`src/ifr_pkg.sv`:
```
// Shared types and constants of the sensor frame receiver.
package ifr_pkg;

   localparam logic [7:0] HEADER_BYTE = 8'hFF;
   localparam int         FRAME_LEN   = 18;
   localparam int         PAYLOAD_LEN = FRAME_LEN - 2;
   localparam int         NUM_WORDS   = PAYLOAD_LEN / 2;
   localparam int         POS_W       = 5;

   // Position codes: hunting, first payload byte next, last payload byte next.
   localparam logic [POS_W-1:0] POS_HUNT         = POS_W'(0);
   localparam logic [POS_W-1:0] POS_FIRST        = POS_W'(1);
   localparam logic [POS_W-1:0] POS_LAST_PAYLOAD = POS_W'(PAYLOAD_LEN);

   typedef logic [7:0] byte_type;

   typedef struct packed {
      logic signed [15:0] roll;
      logic signed [15:0] pitch;
      logic signed [15:0] yaw;
      logic signed [15:0] accel_x;
      logic signed [15:0] accel_y;
      logic signed [15:0] accel_z;
      logic signed [15:0] temperature;
      logic signed [15:0] stamp;
      logic               checksum_ok;
   } ifr_result_type;

   typedef struct packed {
      logic check_next;   // the next byte taken is the check byte
      logic frame_done;   // this cycle's byte closes a frame
   } ifr_status_type;

endpackage

```
`src/ifr_if.sv`:
```
// Handshake channels of the sensor frame receiver.
interface ifr_req_if;
   logic       valid;
   logic       ready;
   logic [7:0] rx_byte;

   modport source (output valid, output rx_byte, input ready);
   modport sink   (input valid, input rx_byte, output ready);
endinterface

interface ifr_rsp_if;
   logic               valid;
   logic               ready;
   logic signed [15:0] roll;
   logic signed [15:0] pitch;
   logic signed [15:0] yaw;
   logic signed [15:0] accel_x;
   logic signed [15:0] accel_y;
   logic signed [15:0] accel_z;
   logic signed [15:0] temperature;
   logic signed [15:0] stamp;
   logic               checksum_ok;

   modport source (output valid, output roll, output pitch, output yaw,
                   output accel_x, output accel_y, output accel_z,
                   output temperature, output stamp, output checksum_ok,
                   input ready);
   modport sink   (input valid, input roll, input pitch, input yaw,
                   input accel_x, input accel_y, input accel_z,
                   input temperature, input stamp, input checksum_ok,
                   output ready);
endinterface

```
`src/imu_frame_receiver.sv`:
```
// Top level of the sensor frame receiver: input register, framer, result register.
//
// Usage
// - req_ch carries one received serial byte per item (rx_byte). Bytes are
//   dropped until the header byte 0xFF; the 17 bytes after it are taken as
//   16 payload bytes and a check byte, whatever their values.
// - rsp_ch carries one item per frame: eight signed big-endian 16-bit words
//   (roll, pitch, yaw, accel_x/y/z, temperature, stamp) and checksum_ok,
//   which is set when the 8-bit sum of the payload equals the check byte.
//   A frame with a bad sum is still delivered, with checksum_ok clear.
// - Throughput: one byte per cycle while no check byte is held in the input
//   register (see Stall). The framer works on each byte while it sits there
//   and updates its state at the edge where the byte leaves the register; a
//   check byte then loads the frame's result into the result register.
// - Reset (synchronous, active high): both registers empty, framer back to
//   hunting for the header with the byte sum cleared.
// - Stall: a result waits in the result register while rsp_ch.ready is low.
//   Payload bytes keep flowing; only a check byte that would need the still
//   occupied result register holds in the input register, and req_ch.ready
//   falls until the result is taken.
module imu_frame_receiver (
   input  logic       clock,
   input  logic       reset,
   ifr_req_if.sink    req_ch,
   ifr_rsp_if.source  rsp_ch
);
   import ifr_pkg::*;

   // input register
   logic           in_valid_ff, in_valid_in;
   byte_type       in_byte_ff, in_byte_in;

   // result register
   logic           rsp_valid_ff, rsp_valid_in;
   ifr_result_type rsp_data_ff, rsp_data_in;

   ifr_status_type fr_status;
   ifr_result_type fr_result;
   logic           req_take;
   logic           rsp_take;
   logic           advance;
   logic           out_blocked;

   assign req_take    = req_ch.valid && req_ch.ready;
   assign rsp_take    = rsp_valid_ff && rsp_ch.ready;
   // result register full and not emptied this cycle
   assign out_blocked = rsp_valid_ff && !rsp_ch.ready;
   // hold a check byte while the result register is occupied
   assign advance     = in_valid_ff && !(fr_status.check_next && out_blocked);
   assign req_ch.ready = !in_valid_ff || advance;

   ifr_framer u_framer (
      .clock   (clock),
      .reset   (reset),
      .step    (advance),
      .rx_byte (in_byte_ff),
      .status  (fr_status),
      .result  (fr_result)
   );

   always_comb begin
      in_valid_in = in_valid_ff;
      in_byte_in  = in_byte_ff;
      if (req_take) begin
         in_valid_in = 1'b1;
         in_byte_in  = req_ch.rx_byte;
      end else if (advance) begin
         in_valid_in = 1'b0;
      end
   end

   always_comb begin
      rsp_valid_in = rsp_valid_ff;
      rsp_data_in  = rsp_data_ff;
      if (fr_status.frame_done) begin
         rsp_valid_in = 1'b1;
         rsp_data_in  = fr_result;
      end else if (rsp_take) begin
         rsp_valid_in = 1'b0;
      end
   end

   always_ff @(posedge clock) begin
      if (reset) begin
         in_valid_ff  <= 1'b0;
         rsp_valid_ff <= 1'b0;
      end else begin
         in_valid_ff  <= in_valid_in;
         rsp_valid_ff <= rsp_valid_in;
      end
   end

   always_ff @(posedge clock) begin
      in_byte_ff  <= in_byte_in;
      rsp_data_ff <= rsp_data_in;
   end

   assign rsp_ch.valid       = rsp_valid_ff;
   assign rsp_ch.roll        = rsp_data_ff.roll;
   assign rsp_ch.pitch       = rsp_data_ff.pitch;
   assign rsp_ch.yaw         = rsp_data_ff.yaw;
   assign rsp_ch.accel_x     = rsp_data_ff.accel_x;
   assign rsp_ch.accel_y     = rsp_data_ff.accel_y;
   assign rsp_ch.accel_z     = rsp_data_ff.accel_z;
   assign rsp_ch.temperature = rsp_data_ff.temperature;
   assign rsp_ch.stamp       = rsp_data_ff.stamp;
   assign rsp_ch.checksum_ok = rsp_data_ff.checksum_ok;

   // a frame never closes into a result register that is full and not emptied this cycle
   a_no_overwrite : assert property (@(posedge clock) disable iff (reset)
      fr_status.frame_done |-> (!rsp_valid_ff || rsp_ch.ready))
      else $error("result register overwritten");

   // a new result appears only after a check byte was worked on
   a_result_source : assert property (@(posedge clock) disable iff (reset)
      $rose(rsp_valid_ff) |-> $past(fr_status.frame_done))
      else $error("result without a closed frame");

   // a held byte stays in the input register
   a_input_hold : assert property (@(posedge clock) disable iff (reset)
      (in_valid_ff && !advance) |=> (in_valid_ff && $stable(in_byte_ff)))
      else $error("held input byte lost");

endmodule

```
`src/ifr_framer.sv`:
```
// Frame tracker: header hunt, payload shift line, byte sum and result decode.
module ifr_framer (
   input  logic                  clock,
   input  logic                  reset,
   input  logic                  step,
   input  logic [7:0]            rx_byte,
   output ifr_pkg::ifr_status_type status,
   output ifr_pkg::ifr_result_type result
);
   import ifr_pkg::*;

   logic [POS_W-1:0] pos_ff, pos_in;
   byte_type         sum_ff, sum_in;
   byte_type         store_ff [PAYLOAD_LEN];
   byte_type         store_in [PAYLOAD_LEN];
   logic             is_payload;

   assign is_payload = (pos_ff != POS_HUNT) && (pos_ff <= POS_LAST_PAYLOAD);

   always_comb begin
      pos_in   = pos_ff;
      sum_in   = sum_ff;
      store_in = store_ff;
      if (step) begin
         if (pos_ff == POS_HUNT) begin
            if (rx_byte == HEADER_BYTE) begin
               pos_in = POS_FIRST;
               sum_in = '0;
            end
         end else if (is_payload) begin
            // shift towards entry 0, so the first payload byte ends there
            for (int i = 0; i < PAYLOAD_LEN - 1; i++) begin
               store_in[i] = store_ff[i+1];
            end
            store_in[PAYLOAD_LEN-1] = rx_byte;
            sum_in = sum_ff + rx_byte;
            pos_in = pos_ff + POS_W'(1);
         end else begin
            pos_in = POS_HUNT;
            sum_in = '0;
         end
      end
   end

   always_ff @(posedge clock) begin
      if (reset) begin
         pos_ff <= POS_HUNT;
         sum_ff <= '0;
      end else begin
         pos_ff <= pos_in;
         sum_ff <= sum_in;
      end
   end

   always_ff @(posedge clock) begin
      store_ff <= store_in;
   end

   always_comb begin
      status.check_next = (pos_ff != POS_HUNT) && !is_payload;
      status.frame_done = step && status.check_next;
   end

   always_comb begin
      result.roll        = signed'({store_ff[0],  store_ff[1]});
      result.pitch       = signed'({store_ff[2],  store_ff[3]});
      result.yaw         = signed'({store_ff[4],  store_ff[5]});
      result.accel_x     = signed'({store_ff[6],  store_ff[7]});
      result.accel_y     = signed'({store_ff[8],  store_ff[9]});
      result.accel_z     = signed'({store_ff[10], store_ff[11]});
      result.temperature = signed'({store_ff[12], store_ff[13]});
      result.stamp       = signed'({store_ff[14], store_ff[15]});
      result.checksum_ok = (sum_ff == rx_byte);
   end

endmodule

```
`src/flat_wrapper.sv`:
```
// flat-port wrapper written by rule: the top's interface ports become plain ports
module imu_frame_receiver_flat import ifr_pkg::*;
  (clock, reset, req_ch_valid, req_ch_rx_byte, req_ch_ready, rsp_ch_valid, rsp_ch_roll, rsp_ch_pitch, rsp_ch_yaw, rsp_ch_accel_x, rsp_ch_accel_y, rsp_ch_accel_z, rsp_ch_temperature, rsp_ch_stamp, rsp_ch_checksum_ok, rsp_ch_ready);
  ifr_req_if req_ch_i ();
  ifr_rsp_if rsp_ch_i ();
  input  logic clock;
  input  logic reset;
  input wire logic [$bits(req_ch_i.valid)-1:0] req_ch_valid;
  input wire logic [$bits(req_ch_i.rx_byte)-1:0] req_ch_rx_byte;
  output wire logic [$bits(req_ch_i.ready)-1:0] req_ch_ready;
  output wire logic [$bits(rsp_ch_i.valid)-1:0] rsp_ch_valid;
  output wire logic [$bits(rsp_ch_i.roll)-1:0] rsp_ch_roll;
  output wire logic [$bits(rsp_ch_i.pitch)-1:0] rsp_ch_pitch;
  output wire logic [$bits(rsp_ch_i.yaw)-1:0] rsp_ch_yaw;
  output wire logic [$bits(rsp_ch_i.accel_x)-1:0] rsp_ch_accel_x;
  output wire logic [$bits(rsp_ch_i.accel_y)-1:0] rsp_ch_accel_y;
  output wire logic [$bits(rsp_ch_i.accel_z)-1:0] rsp_ch_accel_z;
  output wire logic [$bits(rsp_ch_i.temperature)-1:0] rsp_ch_temperature;
  output wire logic [$bits(rsp_ch_i.stamp)-1:0] rsp_ch_stamp;
  output wire logic [$bits(rsp_ch_i.checksum_ok)-1:0] rsp_ch_checksum_ok;
  input wire logic [$bits(rsp_ch_i.ready)-1:0] rsp_ch_ready;
  assign req_ch_i.valid = req_ch_valid;
  assign req_ch_i.rx_byte = req_ch_rx_byte;
  assign req_ch_ready = req_ch_i.ready;
  assign rsp_ch_valid = rsp_ch_i.valid;
  assign rsp_ch_roll = rsp_ch_i.roll;
  assign rsp_ch_pitch = rsp_ch_i.pitch;
  assign rsp_ch_yaw = rsp_ch_i.yaw;
  assign rsp_ch_accel_x = rsp_ch_i.accel_x;
  assign rsp_ch_accel_y = rsp_ch_i.accel_y;
  assign rsp_ch_accel_z = rsp_ch_i.accel_z;
  assign rsp_ch_temperature = rsp_ch_i.temperature;
  assign rsp_ch_stamp = rsp_ch_i.stamp;
  assign rsp_ch_checksum_ok = rsp_ch_i.checksum_ok;
  assign rsp_ch_i.ready = rsp_ch_ready;
  imu_frame_receiver u_core (.clock(clock), .reset(reset), .req_ch(req_ch_i), .rsp_ch(rsp_ch_i));
endmodule
```
`config.mk`:
```
export PLATFORM = sky130hd
export DESIGN_NAME = imu_frame_receiver_flat
export DESIGN_NICKNAME = d
export VERILOG_FILES = /design/src/ifr_pkg.sv /design/src/ifr_if.sv /design/src/imu_frame_receiver.sv /design/src/ifr_framer.sv /design/src/flat_wrapper.sv
export SDC_FILE = /design/constraint.sdc
export NUM_CORES = 1
export LEC_CHECK = 0
export ABC_AREA = 1
export BUFFER_PORTS_ARGS = -buffer_cell sky130_fd_sc_hd__buf_4
export CAP_MARGIN = 20
export CORE_UTILIZATION = 60
export DETAILED_ROUTE_END_ITERATION = 8
export GPL_ROUTABILITY_DRIVEN = 0
export PLACE_DENSITY = 0.8
export SLEW_MARGIN = 15
export SYNTH_ARGS = -nofsm -noshare
export SYNTH_HDL_FRONTEND = slang
export SYNTH_HIERARCHICAL = 1
export SYNTH_SLANG_ARGS = --single-unit
```
`constraint.sdc`:
```
create_clock -name clock -period 12.6 [get_ports clock]
set_input_delay 2.52 -clock clock [delete_from_list [all_inputs] [get_ports clock]]
set_output_delay 2.52 -clock clock [all_outputs]
set_load 0.05 [all_outputs]
```
=== After elaboration in Yosys (flattened, before gate mapping) ===
Cells that the tools add are included.

* RAM bits: 0
* Register bits after elaboration: 280
* Memory bits (read-only): 0
* Memories kept: 0
* Logic and storage cells: 66
* Input port bits: 12
* Latch bits: 0
* Output and inout port bits: 131

* Add/subtract/negate cells: 2
* Mux-type cells: 10
* $lt $le $gt $ge: 1
* Reduce and logical (&&, ||, !) cells: 19
* $mul: 0
* Shift operators: 0
* Bitwise logic cells: 1
* Divide/modulo/power cells: 0
* Equal/unequal tests: 3

{| class="wikitable"
|+ Operators with widths
! operator !! number
|-
| 2-to-1 mux 8 bit || 3
|-
| 2-to-1 mux 5 bit || 3
|-
| adder 8 bit || 1
|-
| equality test 8 bit || 1
|-
| equality test 8 bit, second input constant || 1
|-
| logical AND 1 bit || 8
|-
| adder 5 x 1 -> 5 bit, second input constant || 1
|-
| <= comparator 5 bit, second input constant || 1
|-
| zero test 5 bit || 1
|-
| nonzero test 5 bit || 1
|-
| zero test 1 bit || 4
|-
| 2-to-1 mux 1 bit || 4
|-
| nonzero test 2 bit || 2
|-
| AND reduction 3 bit || 1
|-
| inequality test 2 x 1 -> 1 bit, second input constant || 1
|-
| AND reduction 2 bit || 1
|-
| logical OR 1 bit || 1
|-
| NOT 1 bit || 1
|}

=== Longest topological paths before layout ===
Gate-level depths: netlist of the first run.

* Depth after elaboration: 10
* Gate-level depth with buffers: 13

=== Cells and area by module ===
The synthesis of the first run kept the hierarchy.

{| class="wikitable"
|+ By module, submodules not included
! module !! area each (µm²) !! cells an instance !! instances !! sequential area each (µm²)
|-
| ifr_framer || 4906.0 || 274 || 1 || 4103.9
|-
| imu_frame_receiver || 4211.5 || 150 || 1 || 4154.0
|}

=== Worst setup path after synthesis of the first run ===
Ideal clock, no wire load.

* Path kind: input -> register
* Start point: input port rsp_ch_ready
* End point: register u_core.rsp_data_ff (netlist bit u_core/rsp_ch.accel_x[0]) (enable)
* Slack: 6.721 ns
* Library setup time: 0.483 ns
* Stages on the path: 6
* Buffers on the path: 0
* Arrival: 5.396 ns
* Cell sequence: inv_1 > nand3_1 > nand2_1 > inv_1 > nand2_1 > inv_1

{| class="wikitable"
|+ RTL lines
! element !! line !! source
|-
| start: declaration || flat_wrapper.sv:21 || <nowiki>input wire logic [$bits(rsp_ch_i.ready)-1:0] rsp_ch_ready;</nowiki>
|-
| end signal: assignment || imu_frame_receiver.sv:95 || <nowiki>rsp_data_ff <= rsp_data_in;</nowiki>
|-
| end: declaration || imu_frame_receiver.sv:35 || <nowiki>ifr_result_type rsp_data_ff, rsp_data_in;</nowiki>
|}

=== Final worst setup path of the first run ===
* Start point: input port rsp_ch_ready
* End point: output port req_ch_ready

* Word-level cells in the longest chain between the ends: 6

{| class="wikitable"
|+ RTL lines
! element !! line !! source
|-
| zero test 1 bit || imu_frame_receiver.sv:47 || <nowiki>assign out_blocked = rsp_valid_ff && !rsp_ch.ready;</nowiki>
|-
| logical AND 1 bit || imu_frame_receiver.sv:47 ||
|-
| logical AND 1 bit || imu_frame_receiver.sv:49 || <nowiki>assign advance = in_valid_ff && !(fr_status.check_next && out_blocked);</nowiki>
|-
| zero test 1 bit || imu_frame_receiver.sv:49 ||
|-
| logical AND 1 bit || imu_frame_receiver.sv:49 ||
|-
| logical OR 1 bit || imu_frame_receiver.sv:50 || <nowiki>assign req_ch.ready = !in_valid_ff || advance;</nowiki>
|-
| end: declaration || flat_wrapper.sv:10 || <nowiki>output wire logic [$bits(req_ch_i.ready)-1:0] req_ch_ready;</nowiki>
|}

No other way between the ends.

==> key figures, run 1 <==
Clock tree
  – Count of instances resized after the clock tree is built: 0
  – Maximum root-to-sink buffer count: 3
  – Number of setup buffers added after CTS: 0
  – Clk_lat worst skew: 0.50 ns
  – Root buffer cell: sky130_fd_sc_hd__clkbuf_16
  – Register clock-pin slew on the reported worst setup and hold paths: about 0.060 ns
  – Inserted Clock Buffers: 27
  – Clock tree sinks: 280
  – Hold Buf Count CTS: 0
  – Count of H-tree levels built during CTS: 1
  – TritonCTS clock tree: done

Place
  – Port Buf Inserts: 142
  – Placed wire-length estimate after detailed placement: roughly 8600 um

Cells and area
  – Layout filler cell count: 801
  – Count of nets after finishing: slightly above 600
  – Diodes inserted: 0
  – Layout cells sized above 1: 0.3328
  – Area delta synth->final: 23.15%

Route
  – DR vias: 4,200
  – DRC violation count after routing: 16
  – Vias per cell: between 5 and 6
  – Antenna Violating Nets Remaining: 0
  – Total Wirelength: 14,200 um
  – Detailed Route Iter0 Violations: roughly 330
  – Average wire length per cell after detail routing: between 15 and 20 um
  – Iteration count of the initial detailed-routing pass: 7

Timing
  – Final count of negative-setup-slack endpoints: 0
  – Normalized max-slew margin: 0.2654
  – Min cycle time layout: 5.589 ns
  – Post-Route Setup TNS: 0 ns
  – Achievable frequency: about 180 MHz
  – Unrepaired setup endpoints after global routing: no
  – Worst Clk Skew: approximately 0.0075 ns
  – Final clock period utilization by the worst path: 0.4436
  – Final hold vios: 0
  – Total count of max-transition violations in the final report: 0
  – Slew @ Worst Pin: 1.102 ns
  – Post-route worst hold slack: just over 0.4 ns

Logic synthesis
  – Synthesized net count: 448
  – Post-synthesis sequential area ratio: 0.9057
  – Share of the synthesized area in the top cell type: 0.8728
  – Synthesized-area fraction occupied by and/or/nand/nor cells: 0.04158
  – Portion of netlist area occupied by mux cells: 0
  – Most repeated cell in the gate-level netlist after synthesis: sky130_fd_sc_hd__edfxtp_1
  – Post-synth design cell area: 0.009117 mm^2
  – Register bit count reported by yosys: 280
  – Cell types occupying the most area after synthesis: sky130_fd_sc_hd__edfxtp_1 87%, sky130_fd_sc_hd__dfxtp_1 3.3%, sky130_fd_sc_hd__ha_1 1.5%, sky130_fd_sc_hd__nand2_1 1.4%, sky130_fd_sc_hd__inv_1 1.0%
  – Count of different cell masters after synthesis: 27
  – Post-synthesis async set-or-reset flop share: 0
  – Main combinational cell family by area after synthesis: simple AND/OR/NAND/NOR gates
  – Post-synthesis xor/xnor area fraction: 0.0009606
  – Cell count after synthesis: 424
  – Top_reg_cell synth: sky130_fd_sc_hd__edfxtp_1
  – Compound-cell area share of the yosys netlist: 0.01866
  – Yosys warns: 6
  – EDFF count, synth: 265
  – Leading cell types by count after synthesis: 265 x sky130_fd_sc_hd__edfxtp_1, 35 x sky130_fd_sc_hd__nand2_1, 25 x sky130_fd_sc_hd__inv_1, 16 x sky130_fd_sc_hd__nand3_1
  – Cell type with the largest total area after synthesis: sky130_fd_sc_hd__edfxtp_1
  – Synthesized-area fraction occupied by adder cells: 0.01729
  – Synthesized area divided by synthesized cell count: between 20 and 25 um^2

Die
  – Number of rows created at floorplan: 44
  – Die height: ~130 um
  – I/O pin count: 143
  – Die ar.: 0.01569 mm^2
  – Initial Util: 0.6203
  – Die W: 125.3 um
  – Std-Cell Core Area: 0.01470 mm^2

Power
  – Power per cell area: 157.6 mW/mm^2
  – Max VDD drop: 0.1120 mV
  – Design Power: 1769 uW
  – Lkg Pwr: a little over 0.004 uW

Global route
  – Sum of overflow across all layers after global routing: 0
  – Initial antenna violation count: 0
  – Overall track demand over capacity in global routing: 0.1822
  – Global-route wire length before repair: 22,070 um
  – Largest net degree at the start of global routing: 131
  – Via count of the first global-routing pass: around 4,200

Run
  – Number of maximum-capacitance constraint violations: 0

Critical path
  – Worst Setup Start Kind: primary input
  – Endpoint kind of the worst setup timing path: output pin
  – Worst-case reg-to-reg path depth: 10
  – Arrival time worst endpoint: 3.07 ns
  – Data required time at the worst endpoint: about 10 ns
  – Critical path class: in2out
  – Maximum fanout encountered on the critical timing path: 3

Status
  – Violated checks: design-rule violations
  – Run status: finished with violations

Min path
  – Class of the worst hold path: reg2reg
  – Min-Delay Path Depth: 0
[registers in the layout, summed over array words and instances (netlist names)]
| signal | flops |
|---|---|
| u_core/rsp_ch.yaw | 16 |
| u_core/rsp_ch.checksum_ok | 1 |
| u_core/rsp_ch.accel_x | 16 |
| u_core/rsp_ch.accel_y | 16 |
| u_core/rsp_ch.valid | 1 |
| u_core/u_framer/sum_ff | 8 |
| u_core/rsp_ch.temperature | 16 |
| u_core/in_byte_ff | 8 |
| u_core/u_framer/pos_ff | 5 |
| u_core/in_valid_ff | 1 |
| u_core/rsp_ch.roll | 16 |
| u_core/rsp_ch.pitch | 16 |
| u_core/rsp_ch.stamp | 16 |
| u_core/u_framer/result | 128 |
| u_core/rsp_ch.accel_z | 16 |
[kinds of logic (layout without fill, tap and decap cells)]
kind of cell / count (synthesis) / in the layout
buffers and inverters: 30 / 219
XOR/XNOR: 1 / 1
adder cells (fa/ha/maj): 12 / 12
flip-flops: 280 / 280
AND/OR/NAND/NOR: 73 / 73
AO/OA/AOI/OAI: 28 / 28
[worst max-delay path, stage by stage]
cell	delay, ns
sky130_fd_sc_hd__buf_4	0.11
sky130_fd_sc_hd__inv_1	0.10
sky130_fd_sc_hd__nand4_2	0.12
sky130_fd_sc_hd__buf_4	0.22
[path summary, 6_finish.rpt]
path | startpoint | end | slack (ns)
min | u_core/u_framer/result[121] | u_core/rsp_ch.roll[8] | 0.41
max reg2reg | u_core/u_framer/pos_ff[0] | u_core/u_framer/result[7] | 9.41
min reg2reg | u_core/u_framer/result[121] | u_core/rsp_ch.roll[8] | 0.41
max | rsp_ch_ready | req_ch_ready | 7.01
[cell usage in the layout, fill, tap and decap left out, types with 11 or more instances in the layout]
| cell | count |
|---|---|
| sky130_fd_sc_hd__clkbuf_16 | 27 |
| sky130_fd_sc_hd__nand3_1 | 16 |
| sky130_fd_sc_hd__a21oi_1 | 15 |
| sky130_fd_sc_hd__ha_1 | 11 |
| sky130_fd_sc_hd__inv_1 | 24 |
| sky130_fd_sc_hd__nand2_1 | 35 |
| sky130_fd_sc_hd__edfxtp_1 | 265 |
| sky130_fd_sc_hd__dfxtp_1 | 15 |
| sky130_fd_sc_hd__buf_4 | 143 |
[layer usage]
layer / GRT usage / vias up / part of all wire
met5: 0 / - / 0
met4: 0.04376 / 0 / 0.013
met3: 0.04450 / 20 / 0.077
met2: 0.3119 / 193 / 0.51
met1: 0.2388 / 2034 / 0.40
li1: - / 1953 / -
[per-stage QoR]
stage / std cells / worst slack, ns / utilization / instance area (um^2)
final: 797 / 7.011 / 0.7639 / 11230
after global routing: 797 / 6.965 / 0.7639 / 11230
after CTS: 797 / 7.003 / 0.7637 / 11230
after detailed placement: 748 / 7.009 / 0.7068 / 10390
after global placement: 748 / 7.021 / 0.7068 / 10390
after floorplan: 424 / 6.721 / - / 9117
[layout make-up]
cell class / instances / area (um^2) / area share
timing repair buffer: 143 / 1074 / 0.09561
multi-input combinational: 114 / 715.7 / 0.06374
tap: 184 / 230.2 / 0.02050
sequential: 280 / 8258 / 0.7355
inverter: 27 / 113.9 / 0.01014
clock inverter: 15 / 125.1 / 0.01114
clock buffer: 34 / 711.9 / 0.06341
[power by group]
part / switching, uW / internal [uW] / leakage (uW)
Sequential: 2.53 / 1010 / 0.00251
Combinational: 7.34 / 5.07 / 0.00113
Clock: 308 / 440 / 0.000411
Total: 318 / 1450 / 0.00405
Note: power is estimated with default switching activity, not from simulation.
==> inputs of run 2 (changes only) <==
--- a/config.mk
+++ b/config.mk
@@ -5,13 +5,13 @@
 export SDC_FILE = /design/constraint.sdc
 export NUM_CORES = 1
 export LEC_CHECK = 0
-export ABC_AREA = 1
+export ABC_AREA = 0
 export BUFFER_PORTS_ARGS = -buffer_cell sky130_fd_sc_hd__buf_4
 export CAP_MARGIN = 20
-export CORE_UTILIZATION = 60
+export CORE_UTILIZATION = 55
 export DETAILED_ROUTE_END_ITERATION = 8
 export GPL_ROUTABILITY_DRIVEN = 0
-export PLACE_DENSITY = 0.8
+export PLACE_DENSITY = 0.74
 export SLEW_MARGIN = 15
 export SYNTH_ARGS = -nofsm -noshare
 export SYNTH_HDL_FRONTEND = slang
==> constraint.sdc (replaced) <==
create_clock -name clock -period 5.32 [get_ports clock]
set_input_delay 1.064 -clock clock [delete_from_list [all_inputs] [get_ports clock]]
set_output_delay 1.064 -clock clock [all_outputs]
set_load 0.05 [all_outputs]
==> run 2 against run 1 <==
  * The run now ends clean
  * Critical path depth up 6
  * Die area up 7.9%
  * Design area up 0.59%
  * Cell count up 0.50%
  * Critical path type is now reg2reg
  * Critical endpoint is now u_core/u_framer/pos_ff[2]
  * Highest routed layer unchanged
==> key figures, run 2 <==
Timing
  – Min cycle time layout: 3.062 ns
  – Normalized max-slew margin: 0.4039 (was 0.2654)
  – Unrepaired setup endpoints after global routing: no (unchanged)
  – Final count of negative-setup-slack endpoints: 0 (unchanged)
  – Slew @ Worst Pin: 0.8942 ns (was 1.102 ns)
  – Final clock period utilization by the worst path: 0.5757
  – Final hold vios: 0 (unchanged)
  – Achievable frequency: 326.5 MHz
  – Post-route worst hold slack: 0.4196 ns (was 0.4150 ns)
  – Worst Clk Skew: 0.01596 ns (was 0.007520 ns)
  – Post-Route Setup TNS: 0 ns (unchanged)
  – Total count of max-transition violations in the final report: 0 (unchanged)

Logic synthesis
  – Register bit count reported by yosys: 280 (unchanged)
  – Count of different cell masters after synthesis: 43 (was 27)
  – Synthesized net count: 417 (was 448)
  – Post-synth design cell area: 0.009031 mm^2 (was 0.009117 mm^2)
  – Leading cell types by count after synthesis: 265 x sky130_fd_sc_hd__edfxtp_1, 15 x sky130_fd_sc_hd__dfxtp_1, 13 x sky130_fd_sc_hd__a21oi_1, 12 x sky130_fd_sc_hd__o21ai_0 (was 265 x sky130_fd_sc_hd__edfxtp_1, 35 x sky130_fd_sc_hd__nand2_1, 25 x sky130_fd_sc_hd__inv_1, 16 x sky130_fd_sc_hd__nand3_1)
  – Synthesized area divided by synthesized cell count: 22.98 um^2 (was 21.50 um^2)
  – Most repeated cell in the gate-level netlist after synthesis: sky130_fd_sc_hd__edfxtp_1 (unchanged)
  – Yosys warns: 6 (unchanged)
  – Cell types occupying the most area after synthesis: sky130_fd_sc_hd__edfxtp_1 88%, sky130_fd_sc_hd__dfxtp_1 3.3%, sky130_fd_sc_hd__ha_1 1.5%, sky130_fd_sc_hd__a21oi_1 0.72%, sky130_fd_sc_hd__o21ai_0 0.67% (was sky130_fd_sc_hd__edfxtp_1 87%, sky130_fd_sc_hd__dfxtp_1 3.3%, sky130_fd_sc_hd__ha_1 1.5%, sky130_fd_sc_hd__nand2_1 1.4%, sky130_fd_sc_hd__inv_1 1.0%)
  – Cell type with the largest total area after synthesis: sky130_fd_sc_hd__edfxtp_1 (unchanged)
  – Post-synthesis async set-or-reset flop share: 0 (unchanged)
  – Post-synthesis sequential area ratio: 0.9144 (was 0.9057)
  – Cell count after synthesis: 393 (was 424)
  – Top_reg_cell synth: sky130_fd_sc_hd__edfxtp_1 (unchanged)
  – Share of the synthesized area in the top cell type: 0.8811 (was 0.8728)
  – EDFF count, synth: 265 (unchanged)

Critical path
  – Crit path cell chain: inv_1 > ha_1 > nand2_1 > ha_1 > a21boi_1 > nand3b_2 > inv_6 > buf_4 > a21oi_1 > nor3_1 (was buf_4 > inv_1 > nand4_2 > buf_4)
  – Slowest cell on crit path: sky130_fd_sc_hd__inv_6 (was sky130_fd_sc_hd__buf_4)
  – Sum of buffers and inverters on the critical path: 3 (unchanged)
  – Top delay family on crit path: buffers and inverters (unchanged)
  – Arrival time worst endpoint: 3.49 ns (was 3.07 ns)
  – Endpoint kind of the worst setup timing path: flip-flop (was output pin)
  – Maximum single-stage delay on the critical path: 0.63 ns (was 0.22 ns)
  – Critical path class: reg2reg (was in2out)
  – Cell mode on critical path: sky130_fd_sc_hd__ha_1 (was sky130_fd_sc_hd__buf_4)
  – Worst Setup Start Kind: flip-flop (was primary input)
  – Data required time at the worst endpoint: 5.75 ns (was 10.08 ns)
  – Maximum fanout encountered on the critical timing path: 86 (was 3)

Clock tree
  – Hold Buf Count CTS: 0 (unchanged)
  – Register clock-pin slew on the reported worst setup and hold paths: 0.06 ns (about the same)
  – Count of H-tree levels built during CTS: 1 (unchanged)
  – Clk_lat worst skew: 0.51 ns (was 0.50 ns)
  – Clock tree sinks: 280 (unchanged)
  – TritonCTS clock tree: done (unchanged)
  – Root buffer cell: sky130_fd_sc_hd__clkbuf_16 (unchanged)
  – Count of instances resized after the clock tree is built: 0 (unchanged)
  – Maximum root-to-sink buffer count: 3 (unchanged)
  – Number of setup buffers added after CTS: 0 (unchanged)
  – Inserted Clock Buffers: 27 (unchanged)

Cells and area
  – Layout filler cell count: 981 (was 801)
  – Commonest cells after routing, fill and taps aside: 265 x sky130_fd_sc_hd__edfxtp_1, 144 x sky130_fd_sc_hd__buf_4, 27 x sky130_fd_sc_hd__clkbuf_16, 15 x sky130_fd_sc_hd__dfxtp_1, 13 x sky130_fd_sc_hd__a21oi_1 (was 265 x sky130_fd_sc_hd__edfxtp_1, 143 x sky130_fd_sc_hd__buf_4, 35 x sky130_fd_sc_hd__nand2_1, 27 x sky130_fd_sc_hd__clkbuf_16, 24 x sky130_fd_sc_hd__inv_1)
  – Layout cells sized above 1: 0.3299 (was 0.3328)
  – Sequential Area: 0.008258 mm^2 (unchanged)
  – Multi-input gate area in the final layout: 721.9 um^2 (was 715.7 um^2)
  – Diodes inserted: 0 (unchanged)
  – Area delta synth->final: 25.06% (was 23.15%)
  – Most common cell after layout, fill and taps aside: sky130_fd_sc_hd__edfxtp_1 (unchanged)
  – Count of nets after finishing: 589 (was 617)
  – Number of flip-flops under the largest register name: 128 (unchanged)

Route
  – DRC violation count after routing: 0 (was 16)
  – Total Wirelength: 13,820 um (was 14,200 um)
  – Antenna Violating Nets Remaining: 0 (unchanged)
  – Vias per cell: 5.162 (was 5.270)
  – Average wire length per cell after detail routing: 17.26 um (was 17.82 um)
  – Iteration count of the initial detailed-routing pass: 5 (was 7)
  – Detailed Route Iter0 Violations: 281 (was 327)
  – DR vias: 4,135 (was 4,200)

Power
  – Max VDD drop: 0.2564 mV (was 0.1120 mV)
  – Psw: 763.9 uW (was 318.2 uW)
  – Reg power frac: 0.552 (was 0.570)
  – Portion of total power attributed to combinational logic: 0.006 (was 0.007)
  – Total internal power: 3564 uW (was 1451 uW)
  – Clock power share: 0.442 (was 0.423)
  – Lkg Pwr: 0.004009 uW (was 0.004047 uW)
  – Power per cell area: 383.2 mW/mm^2 (was 157.6 mW/mm^2)
  – Net switching share of the total power: 0.1765 (was 0.1798)

Global route
  – Fraction of met2 tracks used by global routing: 0.2603 (was 0.3119)
  – Largest net degree at the start of global routing: 87 (was 131)
  – Via count of the first global-routing pass: 3,974 (was 4,195)
  – Global-route wire length before repair: 20,790 um (was 22,070 um)
  – Met3 routing resource usage after global routing: 0.04018 (was 0.04450)
  – Highest-utilization routing layer at the global route stage: met2 (unchanged)
  – Overall track demand over capacity in global routing: 0.1625 (was 0.1822)
  – Sum of overflow across all layers after global routing: 0 (unchanged)
  – Global routing met1 resource utilization: 0.2219 (was 0.2388)
  – Initial antenna violation count: 0 (unchanged)

Place
  – Port Buf Inserts: 142 (unchanged)
  – Placed wire-length estimate after detailed placement: 8578 um (was 8614 um)

Die
  – Die height: 130.1 um (was 125.3 um)
  – Std-Cell Core Area: 0.01594 mm^2 (was 0.01470 mm^2)
  – Die ar.: 0.01694 mm^2 (was 0.01569 mm^2)
  – Die W: 130.1 um (was 125.3 um)
  – I/O pin count: 143 (unchanged)
  – Initial Util: 0.5665 (was 0.6203)
  – Number of rows created at floorplan: 46 (was 44)

Run
  – Number of maximum-capacitance constraint violations: 0 (unchanged)

Status
  – Run status: complete, no violations (was finished with violations)

Min path
  – Class of the worst hold path: reg2reg (unchanged)
## run 2: cell types whose count changed after synthesis, moves of 3 or more
cell / delta
sky130_fd_sc_hd__nor2_1: +3
sky130_fd_sc_hd__nand2_1: -24
sky130_fd_sc_hd__o21ai_0: +8
sky130_fd_sc_hd__nand3_1: -12
sky130_fd_sc_hd__inv_1: -17
sky130_fd_sc_hd__a211oi_1: +4
sky130_fd_sc_hd__nand3_2: -5
sky130_fd_sc_hd__nand2_2: -4
sky130_fd_sc_hd__a21oi_2: -5
sky130_fd_sc_hd__nor3_1: +4
## run 2: cell type report
type | instances | share of cell area
sequential | 280 | 0.7311
timing repair buffer | 145 | 0.09749
multi-input combinational | 103 | 0.06392
clock buffer | 29 | 0.06049
tap | 216 | 0.02393
clock inverter | 20 | 0.01994
inverter | 8 | 0.003102
## run 2: metal layers
metal / share of wire / vias up
met3: 0.073 / 20
met4: 0.016 / 0
met2: 0.48 / 167
li1: - / 1918
met1: 0.43 / 2030
met5: 0 / -
## run 2: kinds of logic after synthesis
kind of cell,Yosys count,synth area share
buffers and inverters,10,0.005957
DFF,280,0.9144
AOI/OAI and AO/OA,45,0.03284
adders and majority gates,12,0.01746
xor gates and xnor gates,2,0.001940
and+or+nand+nor,44,0.02743
## run 2: power by group through the flow
stage          Combinational [uW]  Clock (uW)  Sequential (uW)
3_3_place_gp                 26.0           0             2440
6_report                     27.6        1910             2390
2_1_floorplan                16.1           0             2430
5_1_grt                      30.0        2050             2390
4_1_cts                      27.3        1960             2390
3_5_place_dp                 27.1           0             2440
## run 2: worst reg2reg max path, cell delays in order, from the launching register on
cell and delay (ns):
sky130_fd_sc_hd__dfxtp_1 0.35, sky130_fd_sc_hd__inv_1 0.10, sky130_fd_sc_hd__ha_1 0.15, sky130_fd_sc_hd__nand2_1 0.07
sky130_fd_sc_hd__ha_1 0.25, sky130_fd_sc_hd__a21boi_1 0.37, sky130_fd_sc_hd__nand3b_2 0.30, sky130_fd_sc_hd__inv_6 0.63
sky130_fd_sc_hd__buf_4 0.49, sky130_fd_sc_hd__a21oi_1 0.14, sky130_fd_sc_hd__nor3_1 0.14
## run 2: per-stage QoR
stage | power [uW] | area (um^2) | utilization | setup WS (ns) | cells
2_1_floorplan | 2449 | 9031 | - | 0.2462 | 393
5_1_grt | 4465 | 11290 | 0.7084 | 2.040 | 801
4_1_cts | 4378 | 11290 | 0.7084 | 2.242 | 801
6_report | 4328 | 11290 | 0.7084 | 2.258 | 801
3_3_place_gp | 2461 | 10390 | 0.6515 | 1.965 | 752
3_5_place_dp | 2462 | 10390 | 0.6515 | 1.812 | 752
## run 2: path summary, 6_finish.rpt
path | startpoint | endpoint | slack (ns) | cells past startpoint
max | u_core/u_framer/pos_ff[0] | u_core/u_framer/pos_ff[2] | 2.26 | 10
min | u_core/u_framer/result[124] | u_core/rsp_ch.roll[11] | 0.42 | 0
max reg2reg | u_core/u_framer/pos_ff[0] | u_core/u_framer/pos_ff[2] | 2.26 | 10
min reg2reg | u_core/u_framer/result[124] | u_core/rsp_ch.roll[11] | 0.42 | 0
